**src/design/udp_port_socket_table_macros.svh**
```systemverilog
// assertion macros for the udp port socket table
`ifndef UDP_PORT_SOCKET_TABLE_MACROS_SVH
`define UDP_PORT_SOCKET_TABLE_MACROS_SVH

// same-cycle implication
`define UPST_ASSERT_IMP(lbl, a, c) \
	lbl: assert property (@(posedge clk) disable iff (!arst_n) (a) |-> (c)) \
		else $error("upst check failed");

// next-cycle implication
`define UPST_ASSERT_NXT(lbl, a, c) \
	lbl: assert property (@(posedge clk) disable iff (!arst_n) (a) |=> (c)) \
		else $error("upst check failed");

`endif

```
**src/design/upst_pkg.sv**
```systemverilog
// shared constants and types for the udp port socket table
`default_nettype none
package upst_pkg;
	localparam int SOCKETS     = 8;
	localparam int SLOT_W      = 3;
	localparam int MAX_PAYLOAD = 1024;
	localparam int IDX_W       = 10;
	localparam int ADDR_W      = SLOT_W + IDX_W;
	localparam logic [15:0] EPH_BASE = 16'd49152;

	localparam logic [1:0] REQ_OPEN  = 2'd0;
	localparam logic [1:0] REQ_CLOSE = 2'd1;
	localparam logic [1:0] REQ_DELIV = 2'd2;
	localparam logic [1:0] REQ_RECV  = 2'd3;

	localparam logic [3:0] ST_OPENED   = 4'd0;
	localparam logic [3:0] ST_BUSY     = 4'd1;
	localparam logic [3:0] ST_FULL     = 4'd2;
	localparam logic [3:0] ST_CLOSED   = 4'd3;
	localparam logic [3:0] ST_BADH     = 4'd4;
	localparam logic [3:0] ST_QUEUED   = 4'd5;
	localparam logic [3:0] ST_DROPPED  = 4'd6;
	localparam logic [3:0] ST_BYTE     = 4'd7;
	localparam logic [3:0] ST_NODATA   = 4'd8;
	localparam logic [3:0] ST_BADRECV  = 4'd9;

	typedef struct packed {
		logic latch;
		logic srch;
		logic fin;
	} cmd_t;

	typedef struct packed {
		logic eph;
		logic srch_done;
	} sts_t;
endpackage
`default_nettype wire

```
**src/design/upst_ctrl.sv**
```systemverilog
// controller state machine for the socket table
`default_nettype none
module upst_ctrl import upst_pkg::*; (
	input  wire logic clk,
	input  wire logic arst_n,
	input  wire logic in_valid,
	output logic      in_ready,
	output logic      out_valid,
	input  wire logic out_ready,
	output cmd_t      cmd,
	input  sts_t      sts
);
	localparam logic [1:0] S_IDLE = 2'd0;
	localparam logic [1:0] S_SRCH = 2'd1;
	localparam logic [1:0] S_RD   = 2'd2;
	localparam logic [1:0] S_FIN  = 2'd3;

	logic [1:0] state_q, state_nx;
	logic out_valid_q;

	assign in_ready  = (state_q == S_IDLE);
	assign out_valid = out_valid_q;

	always_comb begin
		state_nx  = state_q;
		cmd.latch = 1'b0;
		cmd.srch  = 1'b0;
		cmd.fin   = 1'b0;
		case (state_q)
			S_IDLE: begin
				if (in_valid) begin
					cmd.latch = 1'b1;
					state_nx  = sts.eph ? S_SRCH : S_RD;
				end
			end
			S_SRCH: begin
				cmd.srch = 1'b1;
				if (sts.srch_done) state_nx = S_RD;
			end
			S_RD: state_nx = S_FIN;
			S_FIN: begin
				// hold until the output register is free
				if (!out_valid_q || out_ready) begin
					cmd.fin  = 1'b1;
					state_nx = S_IDLE;
				end
			end
			default: state_nx = S_IDLE;
		endcase
	end

	always_ff @(posedge clk or negedge arst_n) begin
		if (!arst_n) begin
			state_q     <= S_IDLE;
			out_valid_q <= 1'b0;
		end else begin
			state_q <= state_nx;
			if (cmd.fin) out_valid_q <= 1'b1;
			else if (out_ready) out_valid_q <= 1'b0;
		end
	end
endmodule
`default_nettype wire

```
**config.mk**
```make
export PLATFORM = sky130hd
export DESIGN_NAME = upst_ctrl
export DESIGN_NICKNAME = d
export VERILOG_FILES = /design/src/design/udp_port_socket_table_macros.svh /design/src/design/upst_pkg.sv /design/src/design/upst_ctrl.sv
export SDC_FILE = /design/constraint.sdc
export NUM_CORES = 1
export LEC_CHECK = 0
export BUFFER_PORTS_ARGS = -buffer_cell sky130_fd_sc_hd__clkbuf_2
export CORE_AREA = 2 2 39 41
export CTS_CLUSTER_SIZE = 20
export DETAILED_ROUTE_END_ITERATION = 10
export DIE_AREA = 0 0 41 43
export MAX_ROUTING_LAYER = met4
export SETUP_SLACK_MARGIN = 0.4
export SYNTH_ARGS = -nofsm -noshare
export SYNTH_HDL_FRONTEND = slang
export SYNTH_SLANG_ARGS = --single-unit
```
**constraint.sdc**
```tcl
create_clock -name clk -period 1.7 [get_ports clk]
set_input_delay 0.085 -clock clk [delete_from_list [all_inputs] [get_ports clk]]
set_output_delay 0.085 -clock clk [all_outputs]
set_load 0.02 [all_outputs]
```
==> metrics.md, run 1 <==
| Metric | Value |
|---|---|
| IR drop worst, VDD | 389 uV |
| Global Route Usage Sum | 7.30% |
| # DRC | 0 |
| Slew @ Worst Pin | 201 ps |
| Core ar. | 1380 um2 |
| Distinct cells, synth | 11 |
| Detailed-route via count | 205 |
| DP Wirelength | 368 um |
| Routed Antenna Nets | 0 |
| Worst Path Arrival | 1140 ps |
| Outcome | finished, final reports clean |
| Post-synth top area cell | dfrtp_1 |
| Area of placed instances | 298 um2 |
| Top_reg_cell synth | dfrtp_1 |
| Worst Hold Class | in2reg |
| IO Pins | 11 |
| Die height | 43 um |
| CP Launch Type | flip-flop |
| Syn_nets | 32 |
| Critical-path top delay cell | dfrtp_1 |
| ANT cells | 0 |
| Mapped Cells | 22 |
| CTS tree | yes |
| Placer Congestion | 0.702 |
| Post-route cell area | 365 um2 |
| Layout cells sized above 1 | 50.0% |
| Final hold violations | 0 |
| Power per Cell Area | 1910 nW/um2 |
| Clk buf depth | 2 |
| Clock Root Buffer | clkbuf_4 |
| Final setup fails | 0 |
| Final Max Slew Viols | 0 |
| Switch share | 43.4% |
| Post-Syn Area per Cell | 10.2 um2 |
| Crit path depth | 4 |
| Die Wd | 41 um |
| Grt total ovfl | 0 |
| Clock power frac | 17.7% |
| Yosys reg bits | 3 |
| Die area | 1760 um2 |
| Asr flop ratio synth | 100% |
| Cts bufs inserted | 3 |
| H-tree levels | 1 |
| Critical path cell sequence | inv_2 > ha_4 > and2_1 > buf_4 |
| Unrepaired setup endpoints after global routing | false |
| Slew Limit Headroom | 86.6% |
| DRT Pass-1 Iters | 1 |
| Hold WS | 172 ps |
| Mapped Area | 225 um2 |
| Worst-Skew Late Latency | 230 ps |
| Port Buffers | 10 |
| Critical path endpoint category | output port |
| Static Leak | 0.183 nW |
| DR iter-0 viols | 0 |
| Fmax | 813 MHz |
| Reg power frac | 19.8% |
| Initial antenna violation count | 0 |
| Clk pin slew, worst setup/hold paths | 30 ps |
| Final nets | 49 |
| DRT Wirelength | 471 um |
| Clock skew | 0.00927 ps |
| Reg2Reg Depth | 5 |
| Crit path kind | reg2out |
| Initial Util | 16.3% |
| Cell with the most instances after synthesis | ha_1 |
| Seq/Total Area, Yosys | 33.3% |
| CP bufs+invs | 2 |
| Final critical-path share of the clock period | 72.3% |
| Combinational share of power | 62.5% |
| Largest net degree at the start of global routing | 6 |
| Max incr delay on CP | 380 ps |
| Post-synth top cells | ha_1, dfrtp_1, inv_1, mux2i_1 |
| Number of synthesized flops with an enable pin | 0 |
| Final min period | 1230 ps |
| Internal power | 0.394 mW |
| Sw Pwr | 0.302 mW |
| Maxcap violations | 0 |
| Critical path required time | 1620 ps |
| YS warnings | 0 |
| Area grow syn2layout | 62.2% |
| Routed len/inst | 8.72 um |
| CP max FO | 5 |
| # rows | 14 |
| Crit-path leading delay family | flip-flops |
| Area share of the largest cell type after synthesis | 33.3% |
| Cells taking the most area after synthesis | dfrtp_1, ha_1, mux2i_1 |
| First-pass GRT wire length | 745 um |
| Setup TNS | 0 ps |
| Cell count of the worst hold path | 3 |
| Vias in the first global route | 187 |
| Sink Count | 3 |
| Via/cell ratio | 3.80 |
stage by stage:
| stage | setup WS, ps | util (%) | power, mW | std cells |
|---|---|---|---|---|
| after detailed placement | 352 | 21.5 | 0.495 | 48 |
| after global routing | 402 | 26.4 | 0.775 | 54 |
| after floorplan | 406 | - | 0.407 | 22 |
| after global placement | 388 | 21.5 | 0.490 | 48 |
| after CTS | 428 | 24.9 | 0.666 | 53 |
| final | 470 | 26.4 | 0.697 | 54 |
cells by family (layout without fill, tap and decap cells):
logic type                 Yosys count  after routing  share of synthesized area (%)
and+or+nand+nor                      6              6                           15.6
adders and majority gates            4              4                           22.2
buffers and inverters                4             20                           6.66
muxes                                3              3                           13.3
DFF                                  3              3                           33.3
AOI/OAI and AO/OA                    2              2                           8.88
layer usage:
metal	up-vias	global-route usage [%]	routed length [um]	part of all wire, %
met3	0	7.85	50	11
met4	0	4.00	0	0
met1	91	6.73	188	40
li1	105	-	-	-
met2	9	9.06	232	49
met5	-	-	0	0
power by group through the flow:
stage | Sequential (mW) | Clock, mW | Combinational (mW)
after CTS | 0.140 | 0.131 | 0.395
after floorplan | 0.141 | 0 | 0.266
final | 0.138 | 0.123 | 0.436
after global placement | 0.134 | 0 | 0.356
after detailed placement | 0.136 | 0 | 0.359
after global routing | 0.142 | 0.143 | 0.490
worst reg2reg max path: stages, from the launching register on:
cell      delay (ps)
dfrtp_1          400
inv_2            100
ha_4             160
inv_2             60
o221ai_4         210
mux2i_1          220
placed cells by master, fill, tap and decap left out:
cell type and instances:
ha_4 1, nand2_1 1, clkbuf_4 3, clkbuf_2 9, a21oi_1 1, and2_1 2, buf_4 2, clkbuf_1 1
inv_2 3, nand2b_1 2, inv_1 1, o221ai_4 1, dfrtp_1 3, ha_1 3, mux2i_1 3, dlygate4sd3_1 1
nor2b_1 1
area by class of cell:
type,count,area (um2)
tap,16,20.0
clock buffer,4,26.3
timing repair buffer,12,70.1
fill,159,1020
multi-input combinational,15,159
sequential,3,75.1
inverter,4,15.0
timing repair:
item	4_1_cts	5_1_grt
buffers inserted	0	1
hold buffers	1	0
endpoints found under the hold margin	3	0
gates resized for setup	3	3
endpoints found under the setup margin	3	3
sequential cells by signal, indices dropped and copies added, names as in the netlist:
name / count
out_valid: 1
state_q: 2
path summary, 6_finish.rpt:
kind                                    to  startpoint  slack [ps]
worst min register to register   out_valid   out_valid         590
worst max register to register  state_q[1]  state_q[1]         470
worst min-delay path            state_q[0]      sts[1]         170
worst max-delay path                cmd[2]  state_q[1]         470
max in group asynchronous       state_q[0]      arst_n        1410
min in group asynchronous        out_valid      arst_n         180
No activity file was read; power rests on OpenSTA's default activity.
==> inputs of run 2 (changes only) <==
==> constraint.sdc (replaced) <==
create_clock -name clk -period 1.15 [get_ports clk]
set_input_delay 0.0575 -clock clk [delete_from_list [all_inputs] [get_ports clk]]
set_output_delay 0.0575 -clock clk [all_outputs]
set_load 0.02 [all_outputs]
==> run 2 against run 1 <==
  * The run now ends with setup timing left
  * Clock-buffer cell count did not move
  * Sequential share of layout area is 5.4 points lower
  * Sequential power increased by 48%
  * Total power is 110% higher
  * Cell count up 17%
  * Global-route usage is 2.6 points higher
  * Clock power grew 63%
  * Critical path depth did not move
  * Register-to-register slack worse by 580 ps
  * First-iteration DRC count rose by 1
  * Setup slack lost 590 ps
  * Critical endpoint is now cmd[0]
==> metrics.md, run 2 (synthesized netlist as in run 1, its figures left out) <==
| Metric | Value |
|---|---|
| Finished Core Util | 36.3% |
| Outcome | finished, violations left |
| H-tree levels | 1 |
| Clk pin slew, worst setup/hold paths | 40 ps |
| Initial antenna violation count | 0 |
| Initial Util | 16.3% |
| Core ar. | 1380 um2 |
| Slew Limit Headroom | 85.5% |
| DR iter-0 viols | 1 |
| Reg2Reg Depth | 5 |
| CTS tree | yes |
| Final nets | 58 |
| DRT Pass-1 Iters | 2 |
| Largest net degree at the start of global routing | 4 |
| CP max FO | 3 |
| R2r startpoint | state_q[1] |
| Via/cell ratio | 3.83 |
| Critical path endpoint category | output port |
| Placer Congestion | 0.659 |
| IO Pins | 11 |
| Clock skew | 6.01 ps |
| Worst Hold Class | in2reg |
| Die area | 1760 um2 |
| Grt total ovfl | 0 |
| CP Launch Type | flip-flop |
| Cts bufs inserted | 3 |
| Global Route Usage Sum | 9.87% |
| Final setup margin | -124 ps |
| First-pass GRT wire length | 1.04 mm |
| Static Leak | 0.244 nW |
| Slew @ Worst Pin | 217 ps |
| Crit path kind | reg2out |
| Clock Root Buffer | clkbuf_4 |
| Fmax | 785 MHz |
| Vias in the first global route | 244 |
| Most common cell after layout, fill and taps aside | buf_4 |
| Unrepaired setup endpoints after global routing | true |
| Layout cells sized above 1 | 74.5% |
| Final hold violations | 0 |
| Cell count of the worst hold path | 3 |
| Area grow syn2layout | 123% |
| Critical path required time | 1090 ps |
| Pre-CTS WS | -139 ps |
| # DRC | 0 |
| HP Start | sts[1] |
| ANT cells | 0 |
| Routed Antenna Nets | 0 |
| Final Max Slew Viols | 0 |
| Most frequent cells in the layout | buf_4, clkbuf_2, inv_2, clkbuf_4, mux2i_1 |
| Routed len/inst | 10.2 um |
| Final setup fails | 6 |
| Final critical-path share of the clock period | 111% |
| DRT Wirelength | 642 um |
| Failing checks | setup timing |
| # rows | 14 |
| Die height | 43 um |
| Reg2Reg Setup Slack | -110 ps |
| Port Buffers | 10 |
| Detailed-route via count | 241 |
| Power per Cell Area | 2970 nW/um2 |
| Largest reg by FF count | state_q |
| Non-Filler Instances | 63 |
| Setup TNS | -470 ps |
| Sink Count | 3 |
| Final min period | 1270 ps |
| Number of flip-flops in the largest register | 2 |
| DP Wirelength | 435 um |
| Die Wd | 41 um |
| Worst-Skew Late Latency | 250 ps |
| Placed cells | 52 |
| Hold endpoint | state_q[0] |
| Clk buf depth | 2 |
| Maxcap violations | 0 |
| Overall power | 1.49 mW |
| Worst reg2reg path endpoint | state_q[1] |
| Worst Path Arrival | 1220 ps |
| IR drop worst, VDD | 769 uV |
run 2: cell count changes in the layout (fill, tap and decap cells not counted), moves of 2 or more:
cell	previous run	this run
clkbuf_2	9	5
buf_4	2	9
clkbuf_8	0	2
and2_4	0	2
and2_1	2	0
ha_1	3	1
buf_8	0	2
run 2: timing repair:
item | 4_1_cts | 5_1_grt
setup endpoints to repair | 8 | 8
gates cloned | 0 | 0
hold endpoints to repair | 3 | 0
resized for setup | 14 | 2
pin swaps | 2 | 1
hold buffers | 1 | 0
setup buffers | 5 | 1
run 2: how the worst max path moves through the flow:
stage,from,endpoint,slack (ps)
after floorplan,state_q[1],state_q[0],-30
after global placement,state_q[1],state_q[1],-60
after detailed placement,state_q[1],state_q[1],-140
after CTS,state_q[0],cmd[2],-130
after global routing,state_q[0],cmd[2],-180
final,state_q[0],cmd[0],-120
run 2: power breakdown:
group | internal [mW] | switching, mW
clock | 0.131 | 0.0696
combinational | 0.630 | 0.458
sequential | 0.162 | 0.0419
total | 0.924 | 0.570
run 2: final cells by class:
cell class                 instances  area [um2]
fill                             146         881
sequential                         3        76.3
clock buffer                       4        26.3
multi-input combinational         15         186
timing repair buffer              21         179
inverter                           4        15.0
tap                               16        20.0
run 2: per-stage QoR:
step / cell area [um2] / hold WS (ps)
final: 503 / 117
after floorplan: 245 / -238
after detailed placement: 345 / -139
after global routing: 503 / 164
after global placement: 345 / -141
after CTS: 493 / 125
run 2: per-layer routing:
| layer | routed length, um | track usage (%) |
|---|---|---|
| met5 | 0 | - |
| met4 | 13 | 6.00 |
| met3 | 40 | 4.71 |
| met2 | 344 | 15.0 |
| met1 | 243 | 9.62 |
run 2: critical path, cell delays in order, from the launching register on:
cell and delay [ps]:
dfrtp_1 400, buf_4 150, ha_4 150, and2_4 130
clkbuf_8 140
==> inputs of run 3 (changes only) <==
--- a/config.mk
+++ b/config.mk
@@ -6,11 +6,14 @@
 export NUM_CORES = 1
 export LEC_CHECK = 0
 export BUFFER_PORTS_ARGS = -buffer_cell sky130_fd_sc_hd__clkbuf_2
+export CELL_PAD_IN_SITES_DETAIL_PLACEMENT = 0
+export CELL_PAD_IN_SITES_GLOBAL_PLACEMENT = 2
 export CORE_AREA = 2 2 39 41
 export CTS_CLUSTER_SIZE = 20
 export DETAILED_ROUTE_END_ITERATION = 10
 export DIE_AREA = 0 0 41 43
 export MAX_ROUTING_LAYER = met4
+export PLACE_DENSITY_LB_ADDON = 0.1
 export SETUP_SLACK_MARGIN = 0.4
 export SYNTH_ARGS = -nofsm -noshare
 export SYNTH_HDL_FRONTEND = slang
==> run 3 against run 2 <==
  * Non-clock buffer count rose by 1
  * Critical endpoint is now cmd[2]
  * Total power up 3.1%
  * Critical path type unchanged
  * First-iteration DRC count did not move
  * Via count up 2.1%
  * Clock skew fell by 5.4 ps
  * Clock power down 8%
  * Fmax is 2.2% higher
  * Combinational power up 6%
  * The run still ends with setup timing left
==> metrics.md, run 3 (synthesized netlist as in run 1, its figures left out) <==
| Metric | Value |
|---|---|
| Vias in the first global route | 244 |
| Final setup fails | 6 |
| Critical path required time | 1090 ps |
| Final min period | 1250 ps |
| Worst Hold Class | in2reg |
| Cell count of the worst hold path | 3 |
| Core ar. | 1380 um2 |
| Clk buf depth | 2 |
| Slew @ Worst Pin | 212 ps |
| DRT Pass-1 Iters | 2 |
| Most common cell after layout, fill and taps aside | buf_4 |
| DP Wirelength | 486 um |
| Overall power | 1.54 mW |
| Final setup margin | -96.1 ps |
| Cts bufs inserted | 3 |
| Grt total ovfl | 0 |
| Most frequent cells in the layout | buf_4, clkbuf_2 |
| DR iter-0 viols | 1 |
| H-tree levels | 1 |
| Largest reg by FF count | state_q |
| Worst Path Arrival | 1190 ps |
| Fmax | 803 MHz |
| Final hold violations | 0 |
| Clock Root Buffer | clkbuf_4 |
| Non-Filler Instances | 64 |
| Largest net degree at the start of global routing | 4 |
| Detailed-route via count | 246 |
| Static Leak | 0.251 nW |
| CP Launch Type | flip-flop |
| Post-route cell area | 522 um2 |
| Via/cell ratio | 3.84 |
| Sink Count | 3 |
| Reg2Reg Depth | 6 |
| IO Pins | 11 |
| Number of flip-flops in the largest register | 2 |
| Initial Util | 16.3% |
| Power per Cell Area | 2950 nW/um2 |
| Finished Core Util | 37.7% |
| Final nets | 59 |
| Routed Antenna Nets | 0 |
| First-pass GRT wire length | 966 um |
| Die area | 1760 um2 |
| # DRC | 0 |
| CP max FO | 3 |
| Placer Congestion | 0.686 |
| IR drop worst, VDD | 977 uV |
| ANT cells | 0 |
| Slew Limit Headroom | 85.9% |
| Crit path kind | reg2out |
| Worst-Skew Late Latency | 230 ps |
| Setup TNS | -310 ps |
| Area grow syn2layout | 132% |
| DRT Wirelength | 578 um |
| Fillers | 144 |
| Final critical-path share of the clock period | 108% |
| Port Buffers | 10 |
| Unrepaired setup endpoints after global routing | true |
| Critical path endpoint category | output port |
| Global Route Usage Sum | 9.28% |
| Final Max Slew Viols | 0 |
| Initial antenna violation count | 0 |
| Die Wd | 41 um |
| Layout cells sized above 1 | 77.1% |
| Area of placed instances | 360 um2 |
| Maxcap violations | 0 |
| Placed cells | 54 |
| # rows | 14 |
| Die height | 43 um |
| Failing checks | setup timing |
| Outcome | finished, violations left |
| Clock skew | 0.643 ps |
| Clk pin slew, worst setup/hold paths | 40 ps |
| Routed len/inst | 9.03 um |
| CTS tree | yes |
==> run 3: area by class of cell <==
cell class | instances | area, um2 | share of cell area (%)
repair buffers | 22 | 193 | 36.9
multi-input cells | 15 | 189 | 36.2
flip-flops and latches | 3 | 76.3 | 14.6
clock buffers | 4 | 26.3 | 5.04
well taps | 16 | 20.0 | 3.84
inverters | 4 | 17.5 | 3.36
==> run 3: path summary, 6_finish.rpt <==
check                             end        from  slack [ps]
max                            cmd[2]  state_q[1]        -100
min in group asynchronous  state_q[0]      arst_n         160
max in group asynchronous   out_valid      arst_n         870
max reg2reg                state_q[0]  state_q[1]         -60
min                        state_q[0]      sts[1]         150
min reg2reg                 out_valid   out_valid         640
==> run 3: per-layer routing <==
layer / global-route usage (%) / up-vias / part of all wire [%]
met3: 5.24 / 0 / 8.7
met5: - / - / 0
met4: 8.00 / 0 / 0
li1: - / 126 / -
met2: 12.2 / 11 / 54
met1: 9.39 / 109 / 37
==> run 3: through the flow <==
step	setup WS (ps)	hold slack, ps
2_1_floorplan	-26.8	-238
3_3_place_gp	-88.8	-143
3_5_place_dp	-87.7	-139
4_1_cts	-122	156
5_1_grt	-154	185
6_report	-96.1	152
==> run 3: power by group <==
part / total [mW] / leakage [nW] / switching, mW / internal [mW]
registers: 0.206 / 0.0358 / 0.0429 / 0.163
logic: 1.15 / 0.201 / 0.473 / 0.677
clock network: 0.184 / 0.0150 / 0.0538 / 0.130
==> run 3: timing repair <==
action	CTS	global route
setup endpoints to repair	8	8
resized for setup	18	5
setup buffers	4	1
hold buffers	1	0
endpoints found under the hold margin	3	0
pin swaps	3	2
==> run 3: worst max-delay path: stages, from the launching register on <==
cell and delay (ps):
dfrtp_1 360, inv_2 70, ha_4 170, buf_6 110, and2_4 130, buf_8 120
